--- config.mk ---
export PLATFORM = sky130hd
export DESIGN_NAME = key_matrix_scan_decoder_unit
export DESIGN_NICKNAME = d
export VERILOG_FILES = /design/src/design/kmsd_pkg.sv /design/src/design/kmsd_ctrl.sv /design/src/design/kmsd_dp.sv /design/src/design/key_matrix_scan_decoder_unit.sv
export SDC_FILE = /design/constraint.sdc
export NUM_CORES = 2
export LEC_CHECK = 0
export BUFFER_PORTS_ARGS = -buffer_cell sky130_fd_sc_hd__buf_2
export CORE_AREA = 2 2 546 277
export CTS_CLUSTER_DIAMETER = 50
export DETAILED_ROUTE_END_ITERATION = 10
export DIE_AREA = 0 0 548 279
export GPL_ROUTABILITY_DRIVEN = 0
export HOLD_SLACK_MARGIN = 0.03
export PLACE_DENSITY_LB_ADDON = 0.05
export SYNTH_ARGS = -nofsm -noshare
export SYNTH_HDL_FRONTEND = slang
export SYNTH_SLANG_ARGS = --single-unit
--- constraint.sdc ---
create_clock -name clk -period 7.48 [get_ports clk]
set_input_delay 0.748 -clock clk [delete_from_list [all_inputs] [get_ports clk]]
set_output_delay 0.748 -clock clk [all_outputs]
set_load 0.05 [all_outputs]
--- src/design/kmsd_pkg.sv ---
// shared types and constants for the key matrix scan decoder
// no dependencies; imported by every module of the block
`default_nettype none

package kmsd_pkg;

	localparam int KMSD_ROWS = 8;
	localparam int KMSD_COLS = 16;

	localparam int S_TDATA_W = 40;
	localparam int M_TDATA_W = 32;

	localparam logic [15:0] MOD_LO = 16'h00E0;
	localparam logic [15:0] MOD_HI = 16'h00E7;
	localparam logic [7:0]  KEY_LIMIT_RST = 8'd6;

	localparam logic KIND_LOAD   = 1'b0;
	localparam logic KIND_SAMPLE = 1'b1;
	localparam logic RES_KEY     = 1'b0;
	localparam logic RES_SUM     = 1'b1;

	typedef enum logic [1:0] {
		ST_IDLE,
		ST_SCAN,
		ST_FLUSH,
		ST_SUM
	} kmsd_state_t;

	typedef struct packed {
		logic accept;
		logic scan;
		logic flush;
		logic sum;
	} kmsd_cmd_t;

	typedef struct packed {
		logic start_go;
		logic scan_done;
		logic hold_v;
		logic out_free;
		logic last_row;
	} kmsd_sts_t;

endpackage

`default_nettype wire

--- src/design/kmsd_ctrl.sv ---
// controller state machine of the key matrix scan decoder
// depends on kmsd_pkg; drives the datapath through kmsd_cmd_t
`default_nettype none

module kmsd_ctrl import kmsd_pkg::*; (
	input  logic      clk,
	input  logic      arst_n,
	input  kmsd_sts_t sts,
	output kmsd_cmd_t cmd
);

	kmsd_state_t state_q;
	kmsd_state_t state_d;

	always_ff @(posedge clk or negedge arst_n) begin
		if (!arst_n) begin
			state_q <= ST_IDLE;
		end else begin
			state_q <= state_d;
		end
	end

	always_comb begin
		state_d = state_q;
		cmd = '0;
		case (state_q)
			ST_IDLE: begin
				cmd.accept = 1'b1;
				if (sts.start_go) begin
					state_d = ST_SCAN;
				end
			end
			ST_SCAN: begin
				cmd.scan = 1'b1;
				if (sts.scan_done) begin
					state_d = ST_FLUSH;
				end
			end
			ST_FLUSH: begin
				cmd.flush = 1'b1;
				if (!sts.hold_v || sts.out_free) begin
					state_d = sts.last_row ? ST_SUM : ST_IDLE;
				end
			end
			ST_SUM: begin
				cmd.sum = 1'b1;
				if (sts.out_free) begin
					state_d = ST_IDLE;
				end
			end
			default: begin
				state_d = ST_IDLE;
			end
		endcase
	end

endmodule

`default_nettype wire

--- src/design/kmsd_dp.sv ---
// datapath of the key matrix scan decoder: key map memory, column walk,
// modifier and count registers, one held key and the output register; uses kmsd_pkg
`default_nettype none

module kmsd_dp import kmsd_pkg::*; #(
	parameter int ROWS = KMSD_ROWS,
	parameter int COLS = KMSD_COLS
) (
	input  logic        clk,
	input  logic        arst_n,
	input  logic        in_valid,
	input  logic        in_kind,
	input  logic [2:0]  in_row,
	input  logic [3:0]  in_col,
	input  logic [15:0] in_code,
	input  logic [15:0] in_sense,
	input  logic        cfg_wr_en,
	input  logic [7:0]  cfg_wr_data,
	input  kmsd_cmd_t   cmd,
	output kmsd_sts_t   sts,
	input  logic        out_ready,
	output logic        out_valid,
	output logic        out_kind,
	output logic [15:0] out_key_code,
	output logic [7:0]  out_mods,
	output logic [7:0]  out_count,
	output logic        out_last
);

	localparam int DEPTH = ROWS * COLS;
	localparam int AW    = (DEPTH > 1) ? $clog2(DEPTH) : 1;
	localparam int NB    = (COLS < 16) ? COLS : 16;
	localparam int JW    = $clog2(NB + 1);

	logic [15:0]   key_map_mem [DEPTH];
	logic [15:0]   rd_data_s2;
	logic          v_s2_q;
	logic [JW-1:0] j_q;
	logic [15:0]   sense_q;
	logic [2:0]    row_q;
	logic [7:0]    key_limit_q;
	logic [7:0]    mod_q;
	logic [7:0]    cnt_q;
	logic          hold_v_q;
	logic [15:0]   hold_code_q;
	logic          out_valid_q;

	logic          row_ok;
	logic          col_ok;
	logic          load_en;
	logic          start_en;
	logic [31:0]   wr_full;
	logic [31:0]   rd_full;
	logic [AW-1:0] wr_addr;
	logic [AW-1:0] rd_addr;
	logic          out_free;
	logic          last_row;
	logic          hit;
	logic          is_mod;
	logic          emit;
	logic          stall;
	logic          adv;
	logic          issue;
	logic          scan_push;
	logic          flush_push;
	logic          sum_push;

	assign row_ok   = int'(in_row) < ROWS;
	assign col_ok   = int'(in_col) < COLS;
	assign load_en  = cmd.accept && in_valid && (in_kind == KIND_LOAD) && row_ok && col_ok;
	assign start_en = cmd.accept && sts.start_go;

	assign wr_full  = 32'(int'(in_row) * COLS + int'(in_col));
	assign rd_full  = 32'(int'(row_q) * COLS + (COLS - 1) - int'(j_q));
	assign wr_addr  = wr_full[AW-1:0];
	assign rd_addr  = rd_full[AW-1:0];

	assign out_free = !out_valid_q || out_ready;
	assign last_row = int'(row_q) == (ROWS - 1);

	assign hit    = v_s2_q && (rd_data_s2 != 16'd0);
	assign is_mod = (rd_data_s2 >= MOD_LO) && (rd_data_s2 <= MOD_HI);
	assign emit   = cmd.scan && hit && !is_mod && (cnt_q < key_limit_q);
	assign stall  = emit && hold_v_q && !out_free;
	assign adv    = cmd.scan && !stall;
	assign issue  = adv && (j_q != JW'(NB));

	assign scan_push  = adv && emit && hold_v_q;
	assign flush_push = cmd.flush && hold_v_q && out_free;
	assign sum_push   = cmd.sum && out_free;

	assign sts.start_go  = in_valid && (in_kind == KIND_SAMPLE) && row_ok;
	assign sts.scan_done = (j_q == JW'(NB)) && !v_s2_q;
	assign sts.hold_v    = hold_v_q;
	assign sts.out_free  = out_free;
	assign sts.last_row  = last_row;

	assign out_valid = out_valid_q;

	// key map, one write and one registered read per cycle
	always_ff @(posedge clk) begin
		if (load_en) begin
			key_map_mem[wr_addr] <= in_code;
		end
		if (issue) begin
			rd_data_s2 <= key_map_mem[rd_addr];
		end
	end

	always_ff @(posedge clk or negedge arst_n) begin
		if (!arst_n) begin
			key_limit_q <= KEY_LIMIT_RST;
			mod_q       <= '0;
			cnt_q       <= '0;
			hold_v_q    <= 1'b0;
			v_s2_q      <= 1'b0;
			j_q         <= '0;
			out_valid_q <= 1'b0;
		end else begin
			if (cfg_wr_en) begin
				key_limit_q <= cfg_wr_data;
			end
			if (start_en) begin
				j_q    <= '0;
				v_s2_q <= 1'b0;
			end else if (adv) begin
				if (issue) begin
					j_q    <= j_q + JW'(1);
					v_s2_q <= sense_q[0];
				end else begin
					v_s2_q <= 1'b0;
				end
			end
			if (adv && hit) begin
				if (is_mod) begin
					mod_q <= mod_q | (8'd1 << rd_data_s2[3:0]);
				end else if (cnt_q < key_limit_q) begin
					cnt_q    <= cnt_q + 8'd1;
					hold_v_q <= 1'b1;
				end
			end
			if (flush_push) begin
				hold_v_q <= 1'b0;
			end
			if (sum_push) begin
				mod_q <= '0;
				cnt_q <= '0;
			end
			if (scan_push || flush_push || sum_push) begin
				out_valid_q <= 1'b1;
			end else if (out_ready) begin
				out_valid_q <= 1'b0;
			end
		end
	end

	always_ff @(posedge clk) begin
		if (start_en) begin
			sense_q <= in_sense;
			row_q   <= in_row;
		end else if (issue) begin
			sense_q <= sense_q >> 1;
		end
		if (adv && emit) begin
			hold_code_q <= rd_data_s2;
		end
		if (scan_push || flush_push) begin
			out_kind     <= RES_KEY;
			out_key_code <= hold_code_q;
			out_mods     <= '0;
			out_count    <= '0;
			out_last     <= flush_push && !last_row;
		end else if (sum_push) begin
			out_kind     <= RES_SUM;
			out_key_code <= '0;
			out_mods     <= mod_q;
			out_count    <= cnt_q;
			out_last     <= 1'b1;
		end
	end

endmodule

`default_nettype wire

--- src/design/key_matrix_scan_decoder_unit.sv ---
// key matrix scan decoder, top level: input and output streams, limit register
// Input stream s_axis: tuser selects a key map load or a row sample. A load writes one
// entry of the key map and gives no word. A sample walks the row's sense bits from
// bit 0 up, one column per cycle unless stalled, through the map read port, and gives one
// key word per mapped, pressed, non-modifier key while the per-scan count is below the limit.
// A sample of the last row adds a summary word (modifier mask and count) and clears both.
// Output stream m_axis: tlast marks the final word caused by one input word.
// A sample's walk is paced by the single map read port; a set last sense bit lengthens it,
// and a sample of the last row adds a step for the summary word.
// A key word waits in a holding register until the next key of the row or the end of the walk
// settles its tlast; it moves to the output register when the next key's code leaves the map
// read register, or in the flush state after the walk.
// s_axis_tready is high only while no sample is in progress; a finished word may still
// sit in the output register while the next input word is taken.
// When m_axis_tready is low the column walk stops at the next key word and holds
// until the output register drains; no word is lost. Reset clears the limit to 6 and the
// modifier mask and count to zero; the key map is not cleared and must be loaded before
// use. cfg_wr_en writes the limit; the user must do so only when idle, unchecked by the block.
`default_nettype none

module key_matrix_scan_decoder_unit import kmsd_pkg::*; #(
	parameter int ROWS = KMSD_ROWS,
	parameter int COLS = KMSD_COLS
) (
	input  logic                 clk,
	input  logic                 arst_n,
	input  logic                 s_axis_tvalid,
	output logic                 s_axis_tready,
	// row_index, column_index, map_code, sense_bits, zero pad
	input  logic [S_TDATA_W-1:0] s_axis_tdata,
	// kind
	input  logic                 s_axis_tuser,
	output logic                 m_axis_tvalid,
	input  logic                 m_axis_tready,
	// key_code, modifier_bits, key_count
	output logic [M_TDATA_W-1:0] m_axis_tdata,
	// result_kind
	output logic                 m_axis_tuser,
	output logic                 m_axis_tlast,
	input  logic                 cfg_wr_en,
	input  logic [7:0]           cfg_wr_data
);

	kmsd_cmd_t   cmd;
	kmsd_sts_t   sts;
	logic [15:0] key_code;
	logic [7:0]  mods;
	logic [7:0]  count;

	assign s_axis_tready = cmd.accept;
	assign m_axis_tdata  = {count, mods, key_code};

	kmsd_ctrl u_ctrl (
		.clk    (clk),
		.arst_n (arst_n),
		.sts    (sts),
		.cmd    (cmd)
	);

	kmsd_dp #(
		.ROWS (ROWS),
		.COLS (COLS)
	) u_dp (
		.clk          (clk),
		.arst_n       (arst_n),
		.in_valid     (s_axis_tvalid),
		.in_kind      (s_axis_tuser),
		.in_row       (s_axis_tdata[2:0]),
		.in_col       (s_axis_tdata[6:3]),
		.in_code      (s_axis_tdata[22:7]),
		.in_sense     (s_axis_tdata[38:23]),
		.cfg_wr_en    (cfg_wr_en),
		.cfg_wr_data  (cfg_wr_data),
		.cmd          (cmd),
		.sts          (sts),
		.out_ready    (m_axis_tready),
		.out_valid    (m_axis_tvalid),
		.out_kind     (m_axis_tuser),
		.out_key_code (key_code),
		.out_mods     (mods),
		.out_count    (count),
		.out_last     (m_axis_tlast)
	);

endmodule

`default_nettype wire

==> flow_summary.toml <==
[layout]
fillers = 9985
final-seq-area_mm2 = 0.0647
final_nets = 4259
syn2layout_area_growth_pct = 10.9
layout.cells.non_filler = 6322
drive_gt1_share_pct = 25.7
final_util_pct = 63.0
multi_input_area_mm2 = 0.0179

[placement]
dp_hpwl_um = 136000
io_buffers = 88
placed_cells = 5991

[timing]
setup_viol = 0
period_share_pct = 57.4
clock_skew_ps = 36.1
worst_slew_pin_slew_ps = 1350
rsz0062_at_grt = "false"
whs_ps = 151
max_slew_margin_pct = 9.35
drv_slew = 0
hold_viol_final = 0
min_period_ps = 4300
tns_ps = 0
fmax_ghz = 0.233

[worst_setup_path]
crit_required_ps = 8010
reg2reg_slack_ps = 3180
cp_num_buf_inv = 2
r2r_end = "u_dp.rd_data_s2[5]"
path_cells = "buf_4 -> buf_4 -> mux2i_1 -> nor2_1 -> a2111oi_0 -> o21ai_0 -> a21oi_1 -> nor4_1"
max_stage_delay_ps = 880
slowest_stage = "dfrtp_4"
rr_worst_depth = 8
path_depth = 8
critical_path_peak_fanout = 26
r2r-start = "u_dp.j_q[0]"
arrival_ps = 4820
cp-end-kind = "flop"
cpMostUsedCell = "buf_4"
critPathKind = "reg -> reg"
worstSetupEndpoint = "u_dp.rd_data_s2[5]"
crit_family = "compound AO/OA/AOI/OAI gates"
crit_start = "u_dp.j_q[0]"
cp-start-kind = "flop"

[routing]
first_iter_violations = 6748
wl_um = 224000
via_per_inst = 6.73
routedWlPerCell_um = 35.5
route.detailed.drc = 0
antenna_left = 0
num_vias = 42566
firstDrtPassIters = 6

[global_route]
grt_pass1_wl_um = 315000
first_global_vias = 39763
grt_antenna_before_repair = 9
grt_max_degree = 110
grt_usage_pct = 29.6
grt-ovfl-total = 0

[floorplanning]
die_w_um = 548
die-area_mm2 = 0.153
pin_count = 90
die-height_um = 279
coreArea_mm2 = 0.148
initial_utilization_pct = 56.8
row_count = 100

[yosys]
synth_common_cells = "2,116 x edfxtp_1, 497 x mux4_2, 183 x mux2i_1"
post_synth.cell_area_avg_um2 = 21.4
synth_cell_types = 68
synth_nets = 3993
ys_ff_latch = 2167
yosys.cell_count.top_type = "edfxtp_1"
syn_area_mm2 = 0.0839
synth_edf_count = 2116
syn_inst = 3927
synth_area_leaders = "edfxtp_1 76%, mux4_2 13%, mux2i_1 2.2%, dfrtp_1 0.95%, nand2_1 0.81%"
ys.warnings.count = 0
synthFlopType = "edfxtp_1"
synth_seq_area_share_pct = 77.2
async_flop_share_pct = 1.57
synth_top_area_share_pct = 75.8
yosysTopAreaCell = "edfxtp_1"

[pwr]
peakVddDrop_v = 0.000335
fin_total_pwr_mw = 32.6
powerDensity_mw_per_mm2 = 351
p_leak_nw = 29.3

[clocking]
cts.sinks = 2167
post_cts_buffers = 0
cts_root_buf = "clkbuf_16"
cts_max_path_buffers = 4
numCtsBuffers = 188
clock_latency_ps = 840
cts_tree = "done"
path_clk_slew_ps = 70
cts_max_level = 4

[status]
status = "complete, no violations"

[flow_run]
timing.max_cap.violations = 0

[worst_hold_path]
min_path_type = "in -> reg"
## what timing repair did
| action | in CTS | in global routing |
|---|---|---|
| hold buffers | 1 | 0 |
| endpoints found under the hold margin | 12 | 0 |
| resized for setup | 0 | 0 |
## metrics by stage
stage / instance area, µm² / setup WS, ps
2_1_floorplan: 83900 / 3480
3_5_place_dp: 87300 / 3180
6_report: 93000 / 3180
3_3_place_gp: 87300 / 3210
5_1_grt: 93000 / 2910
4_1_cts: 93000 / 3190
## report_power, final
part           internal (mW)  switching, mW
clock                   5.12           4.27
sequential              13.7          0.386
combinational           3.50           5.62
total                   22.3           10.3
## tightest hold or removal path, cell delays in order
cell and delay (ps):
buf_2 70, nand2_1 30, o21ai_0 60
## state kept, by name, indices dropped and copies added, names as in the netlist, 2 cells and up
name,flops
u_dp.hold_code_q,16
u_ctrl.state_q,2
u_dp.out_key_code,16
u_dp.row_q,3
u_dp.mod_q,8
u_dp.out_count,8
u_dp.j_q,5
u_dp.sense_q,16
u_dp.key_limit_q,8
u_dp.cnt_q,8
u_dp.key_map_mem,2048
u_dp.out_mods,8
u_dp.rd_data_s2,16
## per-layer routing
metal	part of all wire, %	global-route usage (%)	vias to the layer above
met4	2.0	5.97	2
met3	13	7.68	300
met2	41	38.7	2709
li1	-	-	16857
met5	0.0058	0	-
met1	44	49.9	22698
## area by class of cell
cell class                 instances  area share, %
sequential                      2167           69.6
multi-input combinational       1525           19.2
clock buffer                     231           5.30
tap                             1989           2.67
timing repair buffer             289           2.23
clock inverter                    98          0.865
inverter                          22         0.0888
antenna                            1        0.00269
## how the worst min path moves through the flow
stage	start	endpoint	slack, ps	cells past startpoint
floorplan	u_dp.rd_data_s2[10]	u_dp.hold_code_q[10]	430	0
global placement	u_dp.out_count[0]	u_dp.out_count[0]	440	2
detailed placement	u_dp.out_count[3]	u_dp.out_count[3]	450	2
CTS	cfg_wr_data[6]	u_dp.key_limit_q[6]	110	3
global route	cfg_wr_data[7]	u_dp.key_limit_q[7]	130	3
finish	cfg_wr_data[6]	u_dp.key_limit_q[6]	150	3
## cell usage in the layout, fill, tap and decap left out, drive strengths merged, types with 17 or more instances in the layout
| cell type | netlist | layout |
|---|---|---|
| mux2i | 183 | 183 |
| o22ai | 31 | 31 |
| dfrtp | 32 | 32 |
| clkinv | 2 | 83 |
| edfxtp | 2116 | 2116 |
| a211oi | 28 | 28 |
| a22oi | 40 | 40 |
| buf | 127 | 288 |
| and2 | 29 | 29 |
| dfxtp | 17 | 17 |
| nand2 | 180 | 180 |
| o21ai | 47 | 47 |
| o221ai | 18 | 18 |
| inv | 20 | 21 |
| a21oi | 58 | 58 |
| clkbuf | 86 | 231 |
| nor2 | 173 | 173 |
| mux4 | 497 | 497 |
| a31oi | 19 | 19 |
| nand3 | 42 | 42 |
## kinds of logic (layout without fill, tap and decap cells)
kind of cell	count (synthesis)	in the layout	synth area share, %
adder cells (fa/ha/maj)	12	12	0.179
XOR/XNOR	4	4	0.0761
multiplexers	685	685	15.6
other	0	1	0
flip-flops	2167	2167	77.2
buffers and inverters	235	640	1.71
AO/OA/AOI/OAI	321	321	2.61
AND/OR/NAND/NOR	503	503	2.66
No activity file was read; power rests on OpenSTA's default activity.
